### src/prcs_pkg.sv
`timescale 1ns / 1ps
// ----------------------------------------------------------------------------
// Partition rank and crank package
// Shared widths, register indexes, statistic codes, the control group of the
// part chain and the saturating result helper.
// ----------------------------------------------------------------------------
package prcs_pkg;

    localparam int MAX_ENTRIES    = 64;
    localparam int PART_BITS      = 12;
    localparam int TOTAL_BITS     = 12;
    localparam int MODE_BITS      = 2;
    localparam int STAT_BITS      = 13;
    localparam int CFG_INDEX_BITS = 4;
    localparam int CFG_DATA_BITS  = TOTAL_BITS;
    localparam int COUNT_BITS     = $clog2(MAX_ENTRIES + 1);
    localparam int RESULT_MAX     = (1 << STAT_BITS) - 1;

    localparam int WIDEST_BITS    = (PART_BITS > TOTAL_BITS) ? PART_BITS : TOTAL_BITS;
    localparam int OPERAND_BITS   = (WIDEST_BITS > STAT_BITS) ? WIDEST_BITS : STAT_BITS;
    localparam int CALC_BITS      = OPERAND_BITS + 1;

    localparam logic [CFG_INDEX_BITS-1:0] REG_STATISTIC_MODE    = CFG_INDEX_BITS'(0);
    localparam logic [CFG_INDEX_BITS-1:0] REG_PARTITIONED_TOTAL = CFG_INDEX_BITS'(1);

    localparam logic [MODE_BITS-1:0] MODE_NUMBER_OF_PARTS = 2'd0;
    localparam logic [MODE_BITS-1:0] MODE_LARGEST_PART    = 2'd1;
    localparam logic [MODE_BITS-1:0] MODE_RANK            = 2'd2;
    localparam logic [MODE_BITS-1:0] MODE_CRANK           = 2'd3;

    typedef struct packed {
        logic                 load;
        logic                 drain;
        logic [PART_BITS-1:0] value;
    } chain_ctrl_t;

    function automatic logic [STAT_BITS-1:0] sat_result(
        input logic [CALC_BITS-1:0] minuend,
        input logic [CALC_BITS-1:0] subtrahend
    );
        logic [CALC_BITS-1:0] diff;
        diff = minuend - subtrahend;
        if (minuend < subtrahend) begin
            sat_result = '0;
        end
        else if (diff > CALC_BITS'(RESULT_MAX)) begin
            sat_result = STAT_BITS'(RESULT_MAX);
        end
        else begin
            sat_result = diff[STAT_BITS-1:0];
        end
    endfunction

endpackage

### src/prcs_part_if.sv
`timescale 1ns / 1ps
// ----------------------------------------------------------------------------
// Part entry channel
// Carries one row entry per beat with the flag that marks the row's end.
// ----------------------------------------------------------------------------
interface prcs_part_if;

    logic                           valid;
    logic                           ready;
    logic [prcs_pkg::PART_BITS-1:0] part_value;
    logic                           row_end;

    modport source (output valid, output part_value, output row_end, input ready);
    modport sink   (input valid, input part_value, input row_end, output ready);

endinterface

### src/prcs_stat_if.sv
`timescale 1ns / 1ps
// ----------------------------------------------------------------------------
// Statistic result channel
// Carries the chosen statistic of one finished row per beat.
// ----------------------------------------------------------------------------
interface prcs_stat_if;

    logic                           valid;
    logic                           ready;
    logic [prcs_pkg::STAT_BITS-1:0] statistic_value;

    modport source (output valid, output statistic_value, input ready);
    modport sink   (input valid, input statistic_value, output ready);

endinterface

### src/prcs_cfg_if.sv
`timescale 1ns / 1ps
// ----------------------------------------------------------------------------
// Configuration write channel
// Carries a register index and write data per beat.
// ----------------------------------------------------------------------------
interface prcs_cfg_if;

    logic                                valid;
    logic                                ready;
    logic [prcs_pkg::CFG_INDEX_BITS-1:0] index;
    logic [prcs_pkg::CFG_DATA_BITS-1:0]  data;

    modport source (output valid, output index, output data, input ready);
    modport sink   (input valid, input index, input data, output ready);

endinterface

### src/prcs_cell.sv
`timescale 1ns / 1ps
// ----------------------------------------------------------------------------
// Part chain cell
// Holds one stored part; shifts up from its lower neighbour while the row
// loads and down from its upper neighbour while the row is drained.
// ----------------------------------------------------------------------------
module prcs_cell (
    input  logic                           clk,
    input  prcs_pkg::chain_ctrl_t          ctrl,
    input  logic [prcs_pkg::PART_BITS-1:0] prev_value,
    input  logic [prcs_pkg::PART_BITS-1:0] next_value,
    output logic [prcs_pkg::PART_BITS-1:0] value
);
    import prcs_pkg::*;

    logic [PART_BITS-1:0] value_reg;
    logic [PART_BITS-1:0] value_next;

    always_comb
    begin
        value_next = value_reg;
        if (ctrl.load) begin
            value_next = prev_value;
        end
        else if (ctrl.drain) begin
            value_next = next_value;
        end
    end

    always_ff @(posedge clk)
    begin
        value_reg <= value_next;
    end

    assign value = value_reg;

endmodule

### src/prcs_chain.sv
`timescale 1ns / 1ps
// ----------------------------------------------------------------------------
// Part chain
// A row of cells holding the parts of the current row, newest at the head.
// ----------------------------------------------------------------------------
module prcs_chain (
    input  logic                           clk,
    input  prcs_pkg::chain_ctrl_t          ctrl,
    output logic [prcs_pkg::PART_BITS-1:0] head_value
);
    import prcs_pkg::*;

    logic [PART_BITS-1:0] cell_value [MAX_ENTRIES];

    for (genvar k = 0; k < MAX_ENTRIES; k++) begin : g_cell
        logic [PART_BITS-1:0] prev_value;
        logic [PART_BITS-1:0] next_value;

        if (k == 0) begin : g_first
            assign prev_value = ctrl.value;
        end
        else begin : g_inner_prev
            assign prev_value = cell_value[k-1];
        end

        if (k == MAX_ENTRIES - 1) begin : g_last
            assign next_value = cell_value[k];
        end
        else begin : g_inner_next
            assign next_value = cell_value[k+1];
        end

        prcs_cell u_cell (
            .clk        (clk),
            .ctrl       (ctrl),
            .prev_value (prev_value),
            .next_value (next_value),
            .value      (cell_value[k])
        );
    end

    assign head_value = cell_value[0];

endmodule

### src/partition_rank_crank_statistic_top.sv
`timescale 1ns / 1ps
// ----------------------------------------------------------------------------
// Partition rank and crank statistic
// Collects one partition row and reports its part count, largest part, rank
// or crank as the mode register selects.
// ----------------------------------------------------------------------------
// Entries arrive on part_in, one beat each, with row_end on the last one. A
// row's parts are the entries before its first zero; they shift into a chain
// of cells, one cell per part. Entries beyond the chain length are dropped.
// One beat on stat_out follows each row. Registers are written on cfg, which
// is always ready. The user must write them only while the block is idle;
// the block itself does not enforce it. Ordinary entries are taken one per
// cycle while part_in is ready. After the row_end beat a finishing state
// forms the result in the result register, from which it moves to the output
// register; part_in is held off in that state and while the result register
// is full. For a crank with ones present the finishing state is followed by
// a drain of the chain through its head cell, one part per cycle, after which
// the drain state forms the result.
// When the receiver stalls, the output register keeps its beat and the next
// row is still taken; part_in stops while a second result waits in the
// result register, until the receiver takes the waiting beat.
// Reset clears the registers, the row state and both result stages; the
// chain contents need no clearing since only parts of the current row are
// read.
// ----------------------------------------------------------------------------
module partition_rank_crank_statistic_top (
    input  logic              clk,
    input  logic              rst_n,
    prcs_part_if.sink         part_in,
    prcs_stat_if.source       stat_out,
    prcs_cfg_if.sink          cfg
);
    import prcs_pkg::*;

    typedef enum logic [1:0] {
        S_LOAD,
        S_FINISH,
        S_DRAIN
    } state_t;

    state_t                state_reg, state_next;
    logic [MODE_BITS-1:0]  mode_reg, mode_next;
    logic [TOTAL_BITS-1:0] total_reg, total_next;
    logic [COUNT_BITS-1:0] position_reg, position_next;
    logic [COUNT_BITS-1:0] count_reg, count_next;
    logic [PART_BITS-1:0]  first_reg, first_next;
    logic [COUNT_BITS-1:0] ones_reg, ones_next;
    logic                  zero_seen_reg, zero_seen_next;
    logic [COUNT_BITS-1:0] drain_left_reg, drain_left_next;
    logic [COUNT_BITS-1:0] greater_reg, greater_next;
    logic                  result_valid_reg, result_valid_next;
    logic [STAT_BITS-1:0]  result_reg, result_next;
    logic                  out_valid_reg, out_valid_next;
    logic [STAT_BITS-1:0]  out_value_reg, out_value_next;

    chain_ctrl_t           chain_ctrl;
    logic [PART_BITS-1:0]  head_value;
    logic                  in_fire;
    logic                  take;
    logic [PART_BITS-1:0]  largest;
    logic [CALC_BITS-1:0]  n_plus_largest;

    prcs_chain u_chain (
        .clk        (clk),
        .ctrl       (chain_ctrl),
        .head_value (head_value)
    );

    assign part_in.ready            = (state_reg == S_LOAD) && !result_valid_reg;
    assign cfg.ready                = 1'b1;
    assign stat_out.valid           = out_valid_reg;
    assign stat_out.statistic_value = out_value_reg;

    assign in_fire = part_in.valid && part_in.ready;
    assign take    = in_fire && (position_reg < COUNT_BITS'(MAX_ENTRIES)) && !zero_seen_reg;
    assign largest = (count_reg != '0) ? first_reg : '0;
    assign n_plus_largest = CALC_BITS'(total_reg) + CALC_BITS'(largest);

    always_comb
    begin
        chain_ctrl.load  = take && (part_in.part_value != '0);
        chain_ctrl.drain = (state_reg == S_DRAIN) && (drain_left_reg != '0);
        chain_ctrl.value = part_in.part_value;
    end

    always_comb
    begin
        state_next        = state_reg;
        mode_next         = mode_reg;
        total_next        = total_reg;
        position_next     = position_reg;
        count_next        = count_reg;
        first_next        = first_reg;
        ones_next         = ones_reg;
        zero_seen_next    = zero_seen_reg;
        drain_left_next   = drain_left_reg;
        greater_next      = greater_reg;
        result_valid_next = result_valid_reg;
        result_next       = result_reg;
        out_valid_next    = out_valid_reg;
        out_value_next    = out_value_reg;

        if (cfg.valid) begin
            unique case (cfg.index)
                REG_STATISTIC_MODE:    mode_next  = cfg.data[MODE_BITS-1:0];
                REG_PARTITIONED_TOTAL: total_next = cfg.data[TOTAL_BITS-1:0];
                default: ;
            endcase
        end

        if (out_valid_reg && stat_out.ready) begin
            out_valid_next = 1'b0;
        end
        if (result_valid_reg && (!out_valid_reg || stat_out.ready)) begin
            out_valid_next    = 1'b1;
            out_value_next    = result_reg;
            result_valid_next = 1'b0;
        end

        unique case (state_reg)
            S_LOAD:
            begin
                if (in_fire) begin
                    if (position_reg < COUNT_BITS'(MAX_ENTRIES)) begin
                        position_next = position_reg + 1'b1;
                    end
                    if (take) begin
                        if (part_in.part_value == '0) begin
                            zero_seen_next = 1'b1;
                        end
                        else begin
                            count_next = count_reg + 1'b1;
                            if (count_reg == '0) begin
                                first_next = part_in.part_value;
                            end
                            if (part_in.part_value == PART_BITS'(1)) begin
                                ones_next = ones_reg + 1'b1;
                            end
                        end
                    end
                    if (part_in.row_end) begin
                        state_next = S_FINISH;
                    end
                end
            end
            S_FINISH:
            begin
                result_valid_next = 1'b1;
                state_next        = S_LOAD;
                unique case (mode_reg)
                    MODE_NUMBER_OF_PARTS:
                        result_next = sat_result(CALC_BITS'(count_reg), '0);
                    MODE_LARGEST_PART:
                        result_next = sat_result(CALC_BITS'(largest), '0);
                    MODE_RANK:
                        result_next = sat_result(n_plus_largest, CALC_BITS'(count_reg));
                    MODE_CRANK:
                    begin
                        if (ones_reg == '0) begin
                            result_next = sat_result(n_plus_largest, '0);
                        end
                        else begin
                            result_valid_next = 1'b0;
                            drain_left_next   = count_reg;
                            greater_next      = '0;
                            state_next        = S_DRAIN;
                        end
                    end
                    default: ;
                endcase
                if (state_next == S_LOAD) begin
                    position_next  = '0;
                    count_next     = '0;
                    first_next     = '0;
                    ones_next      = '0;
                    zero_seen_next = 1'b0;
                end
            end
            S_DRAIN:
            begin
                if (drain_left_reg != '0) begin
                    drain_left_next = drain_left_reg - 1'b1;
                    if (CALC_BITS'(head_value) > CALC_BITS'(ones_reg)) begin
                        greater_next = greater_reg + 1'b1;
                    end
                end
                else begin
                    result_next = sat_result(
                        CALC_BITS'(total_reg) + CALC_BITS'(greater_reg),
                        CALC_BITS'(ones_reg));
                    result_valid_next = 1'b1;
                    position_next     = '0;
                    count_next        = '0;
                    first_next        = '0;
                    ones_next         = '0;
                    zero_seen_next    = 1'b0;
                    state_next        = S_LOAD;
                end
            end
            default: state_next = S_LOAD;
        endcase
    end

    always_ff @(posedge clk or negedge rst_n)
    begin
        if (!rst_n) begin
            state_reg        <= S_LOAD;
            mode_reg         <= '0;
            total_reg        <= '0;
            position_reg     <= '0;
            count_reg        <= '0;
            first_reg        <= '0;
            ones_reg         <= '0;
            zero_seen_reg    <= 1'b0;
            drain_left_reg   <= '0;
            greater_reg      <= '0;
            result_valid_reg <= 1'b0;
            result_reg       <= '0;
            out_valid_reg    <= 1'b0;
            out_value_reg    <= '0;
        end
        else begin
            state_reg        <= state_next;
            mode_reg         <= mode_next;
            total_reg        <= total_next;
            position_reg     <= position_next;
            count_reg        <= count_next;
            first_reg        <= first_next;
            ones_reg         <= ones_next;
            zero_seen_reg    <= zero_seen_next;
            drain_left_reg   <= drain_left_next;
            greater_reg      <= greater_next;
            result_valid_reg <= result_valid_next;
            result_reg       <= result_next;
            out_valid_reg    <= out_valid_next;
            out_value_reg    <= out_value_next;
        end
    end

endmodule

### src/flat_wrapper.sv
// flat-port wrapper written by rule: the top's interface ports become plain ports
module partition_rank_crank_statistic_top_flat import prcs_pkg::*;
  (clk, rst_n, part_in_valid, part_in_part_value, part_in_row_end, part_in_ready, stat_out_valid, stat_out_statistic_value, stat_out_ready, cfg_valid, cfg_index, cfg_data, cfg_ready);
  prcs_part_if part_in_i ();
  prcs_stat_if stat_out_i ();
  prcs_cfg_if cfg_i ();
  input  logic clk;
  input  logic rst_n;
  input wire logic [$bits(part_in_i.valid)-1:0] part_in_valid;
  input wire logic [$bits(part_in_i.part_value)-1:0] part_in_part_value;
  input wire logic [$bits(part_in_i.row_end)-1:0] part_in_row_end;
  output wire logic [$bits(part_in_i.ready)-1:0] part_in_ready;
  output wire logic [$bits(stat_out_i.valid)-1:0] stat_out_valid;
  output wire logic [$bits(stat_out_i.statistic_value)-1:0] stat_out_statistic_value;
  input wire logic [$bits(stat_out_i.ready)-1:0] stat_out_ready;
  input wire logic [$bits(cfg_i.valid)-1:0] cfg_valid;
  input wire logic [$bits(cfg_i.index)-1:0] cfg_index;
  input wire logic [$bits(cfg_i.data)-1:0] cfg_data;
  output wire logic [$bits(cfg_i.ready)-1:0] cfg_ready;
  assign part_in_i.valid = part_in_valid;
  assign part_in_i.part_value = part_in_part_value;
  assign part_in_i.row_end = part_in_row_end;
  assign part_in_ready = part_in_i.ready;
  assign stat_out_valid = stat_out_i.valid;
  assign stat_out_statistic_value = stat_out_i.statistic_value;
  assign stat_out_i.ready = stat_out_ready;
  assign cfg_i.valid = cfg_valid;
  assign cfg_i.index = cfg_index;
  assign cfg_i.data = cfg_data;
  assign cfg_ready = cfg_i.ready;
  partition_rank_crank_statistic_top u_core (.clk(clk), .rst_n(rst_n), .part_in(part_in_i), .stat_out(stat_out_i), .cfg(cfg_i));
endmodule
### config.mk
export PLATFORM = sky130hd
export DESIGN_NAME = partition_rank_crank_statistic_top_flat
export DESIGN_NICKNAME = d
export VERILOG_FILES = /design/src/prcs_pkg.sv /design/src/prcs_part_if.sv /design/src/prcs_stat_if.sv /design/src/prcs_cfg_if.sv /design/src/prcs_cell.sv /design/src/prcs_chain.sv /design/src/partition_rank_crank_statistic_top.sv /design/src/flat_wrapper.sv
export SDC_FILE = /design/constraint.sdc
export NUM_CORES = 2
export LEC_CHECK = 0
export BUFFER_PORTS_ARGS = -buffer_cell sky130_fd_sc_hd__buf_2
export CORE_ASPECT_RATIO = 0.7
export CORE_MARGIN = 2
export CORE_UTILIZATION = 66
export CTS_BUF_LIST = sky130_fd_sc_hd__clkbuf_8
export DETAILED_ROUTE_END_ITERATION = 7
export PLACE_DENSITY = 0.86
export SLEW_MARGIN = 5
export SYNTH_ARGS = -nofsm -noshare
export SYNTH_HDL_FRONTEND = slang
export SYNTH_SLANG_ARGS = --single-unit
### constraint.sdc
create_clock -name clk -period 62.1 [get_ports clk]
set_input_delay 3.105 -clock clk [delete_from_list [all_inputs] [get_ports clk]]
set_output_delay 3.105 -clock clk [all_outputs]
set_load 0.02 [all_outputs]
* Word level (Yosys, flattened, before mapping)
Cells that the tools add are included.
** Storage, ports and cells
- Word-level logic and storage cells :: 345
- Memories kept :: 0
- Bits in latches :: 0
- Memory bits (writable) :: 0
- Bits of input ports :: 34
- Bits in read-only memories :: 0
- Register bits :: 860
** Operators by class
- Multiply operators :: 0
- Add/subtract/negate cells :: 9
- Magnitude comparators :: 10
- Bitwise operators :: 0
- Equality and inequality tests :: 22
- Shift operators :: 0
- Reduce and logical (&&, ||, !) cells :: 37
- Muxes and demuxes :: 189
- Divide/modulo/power cells :: 0
** Operators by type and width (count)
- $mux 12 :: 133
- $mux 13 :: 10
- $mux 7 :: 18
- $pmux 7 s3 :: 3
- $pmux 13 s4 :: 1
- $gt 14x13->1 const B :: 3
- $pmux 12 s3 :: 1
- $add 7x1->7 const B :: 4
- $lt 14x7->1 :: 2
- $pmux 7 s2 :: 2
- $sub 14x7->14 :: 2
- $pmux 13 s2 :: 1
- $ne 2x2->1 const B :: 11
- $logic_not 7->1 :: 2
- $lt 14x1->1 const B :: 1
- $reduce_and 7->1 :: 2
- $reduce_bool 7->1 :: 2
- $add 12x12->13 :: 1
- $add 12x7->13 :: 1
- $gt 12x13->1 const B :: 1
- $gt 7x13->1 const B :: 1
- $eq 12x1->1 const B :: 1
- $gt 12x7->1 :: 1
- $logic_not 12->1 :: 1
- 25 further kinds :: 62

* Depth between registers and ports, before layout
- Depth in word-level cells :: 9
- Mapped depth :: 23

* Hierarchy
Synthesis repeated with hierarchy kept, for this count alone.
** Unflattened totals
- Cell total of the unflattened synthesis :: 2474
- Area, all modules :: 41969.0 µm²
** Modules (own cells, without submodules)
- prcs_cell :: times used 64, area each 546.8 µm², cells an instance 26
- partition_rank_crank_statistic_top :: times used 1, area each 6975.4 µm², cells an instance 810

* Worst setup path before layout
Ideal clock, no wire load.
- Path type :: register -> register
- Start :: register u_core.state_reg[0]
- End :: register u_core.u_chain.g_cell[0].u_cell.value_reg[0] (enable)
- Setup time :: 2.926 ns
- Arrival :: 53.724 ns
- Data required time :: 59.174 ns
- Path slack :: 5.451 ns
- Cell stages (with the launch flop) :: 7
- Clock period less this slack :: 56.649 ns
- Path buffers :: 2
- Cells stage by stage :: dfrtp_1 -> inv_1 -> ha_1 -> clkbuf_1 -> inv_1 -> clkbuf_1 -> o21ai_0
** Between the ends
- Longest elaborated chain between the ends :: 7
- Elaborated cells on any way between the ends :: 9
** Ends and longest elaborated chain
- from (decl) :: line partition_rank_crank_statistic_top.sv:41 : state_t state_reg, state_next;
- from (signal assigned) :: line partition_rank_crank_statistic_top.sv:223 : state_reg <= state_next;
- $logic_not 2->1 :: line partition_rank_crank_statistic_top.sv:69 : assign part_in.ready = (state_reg == S_LOAD) && !result_valid_reg;
- $logic_and 1x1->1 :: line partition_rank_crank_statistic_top.sv:69
- $logic_and 1x1->1 :: line partition_rank_crank_statistic_top.sv:74 : assign in_fire = part_in.valid && part_in.ready;
- $logic_and 1x1->1 (2 in a row) :: line partition_rank_crank_statistic_top.sv:75 : assign take = in_fire && (position_reg < COUNT_BITS'(MAX_ENTRIES)) && !zero_seen_reg;
- $logic_and 1x1->1 :: line partition_rank_crank_statistic_top.sv:81 : chain_ctrl.load = take && (part_in.part_value != '0);
- $reduce_bool 2->1 (no line) (*)
- to (signal assigned) :: line prcs_cell.sv:32 : value_reg <= value_next;
- to (decl) :: line prcs_cell.sv:16 : logic [PART_BITS-1:0] value_reg;
Mark *: on every way between the ends. The rest lies on a longest branch, timed or not.
A chain may end at the register's enable or synchronous reset.

* Final worst setup path
- Start :: input part_in_valid
- End :: register u_core.u_chain.g_cell[30].u_cell.value_reg[7], data pin
** Between the ends
- Longest elaborated chain between the ends :: 5
** Ends and longest elaborated chain
- from (decl) :: line flat_wrapper.sv:9 : input wire logic [$bits(part_in_i.valid)-1:0] part_in_valid;
- $logic_and 1x1->1 :: line partition_rank_crank_statistic_top.sv:74
- $logic_and 1x1->1 (2 in a row) :: line partition_rank_crank_statistic_top.sv:75
- $logic_and 1x1->1 :: line partition_rank_crank_statistic_top.sv:81
- $mux 12 :: line prcs_cell.sv:22 : if (ctrl.load) begin
- net u_core.u_chain.g_cell[30].u_cell.value_next[7] :: line prcs_cell.sv:17 : logic [PART_BITS-1:0] value_next;
- to (signal assigned) :: line prcs_cell.sv:32
- to (decl) :: line prcs_cell.sv:16
The timed path passes the listed nets, and every way through them passes these cells.

==> results.json <==
{
  "postCtsSetupBuffers": 0,
  "vias_per_cell": 5.56,
  "die_w_um": 296,
  "dp_hpwl_um": 44700,
  "path_buf_inv": 5,
  "cts-htree-levels": 3,
  "nets": 4101,
  "grt_usage_pct": 24.5,
  "cp_slowest_cell": "buf_4",
  "netlist_instances": 4022,
  "place.gp.congestion": 0.918,
  "layout_commonest_cell": "nand2_1",
  "outcome": "completed",
  "num_rows": 74,
  "setup_viol_count_final": 0,
  "path_cells": "buf_2 > nand2_1 > nor3_2 > o21ai_4 > buf_4 > inv_8 > buf_4 > buf_4 > nand2_1 > nand2_1",
  "async_flop_share_pct": 10.7,
  "core_um2": 58600,
  "antenna_found_initial": 1,
  "crit_path_end_kind": "flip-flop",
  "hold_violations": 0,
  "p_comb_share_pct": 29.3,
  "cts_hold_buf": 0,
  "hold_ws_ps": 451,
  "critPathMaxStageDelay_ps": 930,
  "vias": 27327,
  "syn-num-nets": 4113,
  "pin_count": 50,
  "ir_drop_mv": 0.0357,
  "detail_route.wl_per_cell_um": 15.3,
  "final_util_pct": 72.1,
  "rsz0062_at_grt": "false",
  "clockBufferDepth": 3,
  "ys.flop_type": "edfxtp_1",
  "worstPathRequired_ps": 62710,
  "syn_to_final_growth_pct": 7.62,
  "cap_violations": 0,
  "timing.fmax_ghz": 0.150,
  "finalCritPeriodShare_pct": 10.7,
  "clkPwrFrac_pct": 21.6,
  "synth_area_um2": 39300,
  "cts_resized": 0,
  "final_cell_mix": "2348 x nand2_1, 768 x edfxtp_1, 121 x clkbuf_8",
  "die_area_um2": 61500,
  "finalSetupTns_ps": 0,
  "cp-start-kind": "input port",
  "p_int_mw": 1.28,
  "hp-class": "reg -> reg",
  "leakage_nw": 18.1,
  "slew_violations": 0,
  "finClkSkew_ps": 34.2,
  "seqPwrFrac_pct": 49.1,
  "netlist-cell-type-count": 81,
  "clk_pin_slew_ps": 80,
  "portBuffers": 48,
  "routed_wl_um": 75300,
  "drive_above_1_share_pct": 6.73,
  "syn_area_per_cell_um2": 9.77,
  "cpLargestDelayFamily": "buffers and inverters",
  "synth_edf_count": 768,
  "grt_overflow": 0,
  "dr.pass1.iters": 6,
  "root_buffer": "clkbuf_8",
  "drtAntennaViolNets": 0,
  "die_y_um": 208,
  "grt_max_degree": 287,
  "yosysWarnings": 0,
  "drtIter0Drc": 3285,
  "synth-seq-cells": 860,
  "drc_errors": 0,
  "cts_buffers": 119,
  "max_slew.worst_pin.slew_ps": 1370,
  "power.density_nw_per_um2": 47.2,
  "tritoncts": "built",
  "switchingPower_mw": 0.711,
  "largest_reg_flops": 768,
  "swShare_pct": 35.6,
  "clock_latency_ps": 770,
  "grt_pass1_wl_um": 124000,
  "critical_path_class": "in -> reg",
  "slew-limit-headroom_pct": 8.84,
  "grt_pass1_vias": 25427,
  "clock_sinks": 860,
  "start_util_pct": 67.0,
  "crit_arrival_ps": 7280,
  "ys_seq_area_share_pct": 64.6,
  "period_minus_slack_ps": 6670,
  "cp_max_fo": 182
}
[through the flow]
stage                     instance area [um^2]  setup slack, ps  cells  power [mW]
after floorplan                          39300             5450   4022        1.78
after global placement                   39900            54730   4687        1.53
after detailed placement                 39900            54760   4687        1.56
after CTS                                42300            55530   4913        2.00
after global routing                     42300            55070   4914        2.12
final                                    42300            55430   4914        1.99
[power groups by stage]
stage / logic, mW / clock network, mW / registers [mW]
6_report: 0.584 / 0.431 / 0.980
5_1_grt: 0.663 / 0.465 / 0.997
4_1_cts: 0.582 / 0.440 / 0.978
3_5_place_dp: 0.579 / 0 / 0.986
3_3_place_gp: 0.552 / 0 / 0.981
2_1_floorplan: 0.452 / 0 / 1.33
[worst register-to-register path, delay by kind of cell, from the launching register on]
kind,cells,cell delay (ps)
xor gates and xnor gates,1,260
DFF,1,520
AOI/OAI and AO/OA,6,1620
buffers and inverters,2,180
and+or+nand+nor,7,1620
adders and majority gates,4,1140
[area by class of cell]
cell class | count | area (um^2)
inverter | 44 | 173
tap | 798 | 998
timing repair buffer | 68 | 443
antenna | 1 | 2.50
clock inverter | 105 | 659
fill | 4054 | 16300
multi-input combinational | 2917 | 13000
clock buffer | 121 | 1670
sequential | 860 | 25400
[synthesized netlist by cell type, drive strengths merged, types with 16 or more instances]
cell | n | area (um^2)
dfrtp | 92 | 2300
ha | 53 | 663
nor3 | 24 | 136
clkbuf | 156 | 586
a21oi | 51 | 259
mux2 | 29 | 327
xnor2 | 19 | 166
nand3 | 23 | 115
a211oi | 18 | 140
buf | 45 | 219
edfxtp | 768 | 23100
o21ai | 80 | 400
inv | 43 | 161
nor2 | 60 | 225
nand2 | 2348 | 8810
and2 | 16 | 100
nand2b | 20 | 125
[cell families after synthesis]
family / Yosys count / share of synthesized area [%]
other: 1 / 0.00955
adder cells (fa/ha/maj): 57 / 1.89
buffers and inverters: 245 / 2.47
flip-flops: 860 / 64.6
AO/OA/AOI/OAI: 254 / 4.32
AND/OR/NAND/NOR: 2544 / 25.2
XOR/XNOR: 26 / 0.580
multiplexers: 35 / 0.984
[worst paths after layout]
| path | from | endpoint | slack, ps | cells after the start |
|---|---|---|---|---|
| setup / recovery | part_in_valid | u_core.u_chain.g_cell[30].u_cell.value[7] | 55430 | 10 |
| hold / removal | u_core.u_chain.g_cell[62].u_cell.value[10] | u_core.u_chain.g_cell[63].u_cell.value[10] | 450 | 0 |
| setup reg to reg | u_core.count_reg[0] | u_core.result_reg[11] | 56630 | 20 |
| hold reg to reg | u_core.u_chain.g_cell[62].u_cell.value[10] | u_core.u_chain.g_cell[63].u_cell.value[10] | 450 | 0 |
| max in group asynchronous | rst_n | u_core.position_reg[0] | 58700 | 2 |
| min in group asynchronous | rst_n | u_core.result_reg[9] | 2350 | 1 |
[layer usage]
metal / vias up / track usage, % / part of all wire [%]
li1: 13313 / - / -
met1: 13050 / 37.7 / 46
met2: 858 / 36.2 / 45
met3: 106 / 4.13 / 6.2
met4: 0 / 7.44 / 2.2
met5: - / 0 / 0
Power figures use the tool's default switching activity.
